===== config.mk =====
export PLATFORM = sky130hd
export DESIGN_NAME = q2e_sqrt_cell
export DESIGN_NICKNAME = d
export VERILOG_FILES = /design/src/rtl/q2e_sqrt_cell.sv
export SDC_FILE = /design/constraint.sdc
export NUM_CORES = 1
export LEC_CHECK = 0
export BUFFER_PORTS_ARGS = -buffer_cell sky130_fd_sc_hd__buf_4
export CAP_MARGIN = 20
export CORE_ASPECT_RATIO = 0.9
export CORE_MARGIN = 2
export CORE_UTILIZATION = 45
export CTS_CLUSTER_DIAMETER = 80
export DETAILED_ROUTE_END_ITERATION = 10
export GPL_TIMING_DRIVEN = 1
export HOLD_SLACK_MARGIN = 0.03
export PLACE_DENSITY = 0.69
export SLEW_MARGIN = 25
export SYNTH_ARGS = -nofsm -noshare
export SYNTH_HDL_FRONTEND = slang
export SYNTH_SLANG_ARGS = --single-unit

===== constraint.sdc =====
create_clock -name clk -period 5.9 [get_ports clk]
set_clock_uncertainty 0.2 [all_clocks]
set_input_delay 0.885 -clock clk [delete_from_list [all_inputs] [get_ports clk]]
set_output_delay 0.885 -clock clk [all_outputs]
set_load 0.01 [all_outputs]

===== src/rtl/q2e_sqrt_cell.sv =====
// ----------------------------------------------------------------------------
// q2e_sqrt_cell - one digit of the integer square root
// Settles one result bit against the trial value root_in + 4^K and
// registers the remainder and partial root for the next cell.
// ----------------------------------------------------------------------------
`default_nettype none

module q2e_sqrt_cell #(
  parameter int NW = 30,
  parameter int K  = 0
) (
  input  wire logic          clk,
  input  wire logic          en,
  input  wire logic [NW-1:0] rem_in,
  input  wire logic [NW-1:0] root_in,
  output logic [NW-1:0]      rem_out,
  output logic [NW-1:0]      root_out
);

  localparam logic [NW-1:0] BIT = NW'(1) << (2 * K);

  logic [NW-1:0] trial;

  assign trial = root_in + BIT;

  always_ff @(posedge clk) begin
    if (en) begin
      if (rem_in >= trial) begin
        rem_out  <= rem_in - trial;
        root_out <= (root_in >> 1) + BIT;
      end else begin
        rem_out  <= rem_in;
        root_out <= root_in >> 1;
      end
    end
  end

endmodule

`default_nettype wire


# Word-level counts from Yosys, hierarchy flattened
# Index checks and enable logic that the tools add are counted.
[totals] reg_bits=60 inputBits=62 output_inout_bits=60 word_cells=9
[classes] n_addsub=3 n_lt_le_gt_ge=1 mux=2
[op_table] operator="adder 29 x 1 -> 30 bit (second input constant)" count=1
[op_table] operator="adder 30 x 1 -> 30 bit (second input constant)" count=1
[op_table] operator="greater-or-equal comparator 30 bit" count=1
[op_table] operator="two-way mux 30 bit" count=1
[op_table] operator="subtractor 30 bit" count=1
[op_table] operator="two-way mux 29 bit" count=1

# Longest topological paths before layout
[logic_depth] ltp_word=3 ltp_mapped=18 mapped_depth_nobuf=17

# Least setup slack after synthesis
# Ideal clock, no wire load.
[synth_path] path_type="input -> register" from="in root_in[3]" to="reg rem_out[10] (data pin)" setup_ps=260 t_arrival_ps=4416 setup_slack_ps=1023 path_stages=17 path_cell_list="clkbuf_1 and3_1 and3_1 clkbuf_1 nand4_1 xor2_1 ha_1 buf_6 a21o_1 o21bai_1 a311o_1 nor4_2 o31ai_1 a211oi_4 nor2_2 buf_6 mux2_4"
[synth_between] elab_chain_cells=3 elab_cells_between_ends=4 cone_classes="2 x add/sub; 1 x order compare; 1 x mux"
[synth_rtl] item="start, declared" line_no="15" text="input wire logic [NW-1:0] root_in,"
[synth_rtl] item="adder 30 x 1 -> 30 bit (*)" line_no="24" text="assign trial = root_in + BIT;"
[synth_rtl] item="subtractor 30 bit or greater-or-equal comparator 30 bit (tied branches)" line_no="29, 28"
[synth_rtl] item="two-way mux 30 bit (*)" line_no="28" text="if (rem_in >= trial) begin"
[synth_rtl] item="end signal, assigned" line_no="29" text="rem_out <= rem_in - trial;"
[synth_rtl] item="end signal, assigned" line_no="32" text="rem_out <= rem_in;"
[synth_rtl] item="end, declared" line_no="16" text="output logic [NW-1:0] rem_out,"
# Mark *: on every way between the ends. The rest lies on a longest branch, timed or not.
# A chain may end at the register's enable or synchronous reset.

# Worst setup path in the final report
[layout_path] from="in root_in[4]" to="reg rem_out[29] (data pin)"
# Same word-level chain as after synthesis.

==> impl_metrics.py <==
metrics = {
    "timing": {
        "rsz0062_at_grt": "false",
        "finalCritPeriodShare": 0.8836,
        "fin_tns_setup_ps": 0,
        "drv_slew": 0,
        "max_freq_mhz": 191.8,
        "setup_viol": 0,
        "relSlewSlack": 0.4786,
        "period_needed_ps": 5213,
        "hold_viol": 0,
        "tightest_slew_ps": 782.1,
    },
    "placed_design": {
        "gp_congestion": 0.9445,
        "dp_hpwl_um": 10740,
        "dpl_cell_area_um2": 6116,
        "io_buffers": 121,
    },
    "floorplan": {
        "core_area_um2": 10900,
        "die_y_um": 104.8,
        "die_area_um2": 12150,
        "io_pins": 122,
        "dieWidth_um": 116.0,
        "start_util": 0.4657,
        "rows": 36,
    },
    "final_layout": {
        "n_antenna_cell": 0,
        "syn2layout_area_growth_pct": 25.63,
        "fin_nets": 715,
        "drive_gt1_frac": 0.2816,
        "stdcell_area_um2": 6377,
    },
    "clock_network": {
        "post_cts_buffers": 0,
        "clockRootBuffer": "clkbuf_16",
        "cts_hold_buffers": 0,
        "cts_resized": 0,
        "numCtsBuffers": 9,
        "clk_pin_slew_ps": 60,
        "cts.htree.levels": 3,
        "cts_tree": "yes",
        "cts_sinks": 60,
        "clockBufferDepth": 2,
    },
    "synthesis": {
        "netlist.area_leader.share": 0.3549,
        "syn_nets": 601,
        "ys_seq_area_frac": 0.3549,
        "synth_cells": 506,
        "ys_seq_elements": 60,
        "synth_edf_count": 60,
        "synth.cell_area_um2": 5076,
        "synth_async_sr_flop_share": 0,
        "postSynthAreaPerCell_um2": 10.03,
        "ys_types": 50,
        "synthFlopType": "edfxtp_1",
        "yosys-top-cells-area": "edfxtp_1, xor2_1, mux2_4, ha_1, xnor2_1",
        "synth_top_area_cell": "edfxtp_1",
        "synth_warnings": 0,
    },
    "power_and_ir_drop": {
        "p_comb_frac": 0.333,
        "switchingPower_w": 0.0004654,
        "power_w": 0.001525,
        "sequentialPowerShare": 0.358,
        "vdd_drop_max_v": 0.0001670,
        "p_clk_frac": 0.309,
        "intPower_w": 0.001059,
        "power.density_nw_per_um2": 239.1,
        "power.leakage_nw": 2.734,
        "p_sw_frac": 0.3052,
    },
    "detailed_routing": {
        "via_count": 4284,
        "ant_nets": 0,
        "drtIter0Drc": 303,
        "routed_wl_um": 13730,
        "firstDrtPassIters": 4,
        "wl_per_cell_um": 17.67,
        "viasPerCell": 5.514,
        "drc_errors": 0,
    },
    "global_routing": {
        "antenna_found_initial": 0,
        "gr-total-overflow": 0,
        "grt_max_degree": 61,
        "track_usage": 0.2353,
        "first_global_vias": 4112,
        "grt_first_pass_wirelength_um": 21810,
    },
    "hold_path": {
        "worstHoldEndpoint": "rem_out[16]",
        "min-delay-start": "rem_in[16]",
        "hold_depth": 2,
        "hold_class": "in -> reg",
    },
    "flow_run": {
        "maxCapViolCount": 0,
    },
    "setup_path": {
        "slowest_stage": "nor2_4",
        "critPathBufInv": 3,
        "cp_top_family": "simple AND/OR/NAND/NOR gates",
        "arrival_ps": 5100,
        "crit_path_end_kind": "flip-flop",
        "path_cells": "buf_4 -> nand2_1 -> nor2_1 -> and3_1 -> and3_1 -> nor2b_1 -> xnor2_1 -> ha_1 -> and3_1 -> nand4_1 -> a21oi_1 -> nor4_2 -> o31ai_1 -> buf_4 -> a211oi_4 -> nor2_4 -> buf_12 -> mux2_2",
        "required_ps": 5790,
        "slowest_delay_ps": 560,
        "path_max_fanout": 17,
        "crit_top_cell": "and3_1",
        "critPathLaunchType": "primary input",
        "worstSetupPathType": "in -> reg",
    },
    "status": {
        "status": "finished clean",
    },
}
[how the worst max path moves through the flow]
stage / startpoint / to / slack [ps] / depth (start not counted)
3_5_place_dp: root_in[4] / rem_out[29] / 370 / 18
5_1_grt: root_in[4] / rem_out[29] / 350 / 18
4_1_cts: root_in[4] / rem_out[29] / 670 / 18
6_report: root_in[4] / rem_out[29] / 690 / 18
2_1_floorplan: root_in[3] / rem_out[10] / 1020 / 17
3_3_place_gp: root_in[4] / rem_out[29] / 490 / 18
[state kept, by name, indices dropped and copies added (netlist names)]
| name | cells |
|---|---|
| rem_out | 30 |
| root_out | 30 |
[kinds of logic (layout without fill, tap and decap cells)]
kind of cell	count (synthesis)	after routing	synth area share
xor gates and xnor gates	83	83	0.1432
adders and majority gates	33	33	0.08282
DFF	60	60	0.3549
muxes	32	32	0.09021
and+or+nand+nor	177	177	0.1834
AOI/OAI and AO/OA	86	86	0.1126
buffers and inverters	35	154	0.03278
[Yosys cell counts (3+ instances only)]
cell and instances:
edfxtp_1 60, xor2_1 56, nand2_1 44, ha_1 32, mux2_4 27, xnor2_1 27
a21oi_1 25, nor2_1 22, and3_1 20, nand3_1 19, nor3_1 17, a21o_1 16
clkbuf_1 16, o21ai_0 13, inv_1 11, nand4_1 10, nor4_1 9, a31oi_1 8
and4_1 5, nor2b_1 5, or3_1 5, and2_1 4, buf_2 4, buf_6 4
nand2b_1 4, nor3b_1 4, mux2i_1 3, nor4b_1 3
[cells in the final DEF (no fill, tap or decap), types with 13 or more instances in the layout]
master and n:
a21o_1 16, a21oi_1 25, and3_1 20, buf_4 126, edfxtp_1 60, ha_1 32, mux2_4 27, nand2_1 44
nand3_1 19, nor2_1 22, nor3_1 17, o21ai_0 13, xnor2_1 27, xor2_1 56
[power groups by stage]
stage | Combinational, W | Clock [W] | Sequential, W
6_report | 0.000508 | 0.000471 | 0.000546
5_1_grt | 0.000553 | 0.000496 | 0.000550
4_1_cts | 0.000507 | 0.000483 | 0.000547
3_5_place_dp | 0.000504 | 0 | 0.000554
3_3_place_gp | 0.000498 | 0 | 0.000553
2_1_floorplan | 0.000289 | 0 | 0.000578
[stage by stage]
step	util	worst slack, ps	instances	hold WS, ps
6_report	0.5851	687.0	777	654.9
5_1_grt	0.5851	345.4	777	652.1
4_1_cts	0.5851	667.4	777	644.9
3_5_place_dp	0.5611	366.9	761	1005
3_3_place_gp	0.5611	490.5	761	999.1
2_1_floorplan	-	1023	506	797.5
[layout make-up]
| class | count | area (um^2) |
|---|---|---|
| Timing Repair Buffer | 127 | 965.9 |
| Multi-Input combinational cell | 411 | 3117 |
| Fill cell | 974 | 4523 |
| Inverter | 11 | 41.29 |
| Clock buffer | 11 | 232.7 |
| Sequential cell | 60 | 1802 |
| Tap cell | 152 | 190.2 |
| Clock inverter | 5 | 28.78 |
[metal layers]
layer  vias up  track usage  routed length (um)
met5         -            0                   0
met4         0      0.08248                 296
met3        19      0.05510                 906
met2       163       0.3592                6190
met1      1999       0.3261                6338
li1       2103            -                   -
No activity file was read; power rests on OpenSTA's default activity.
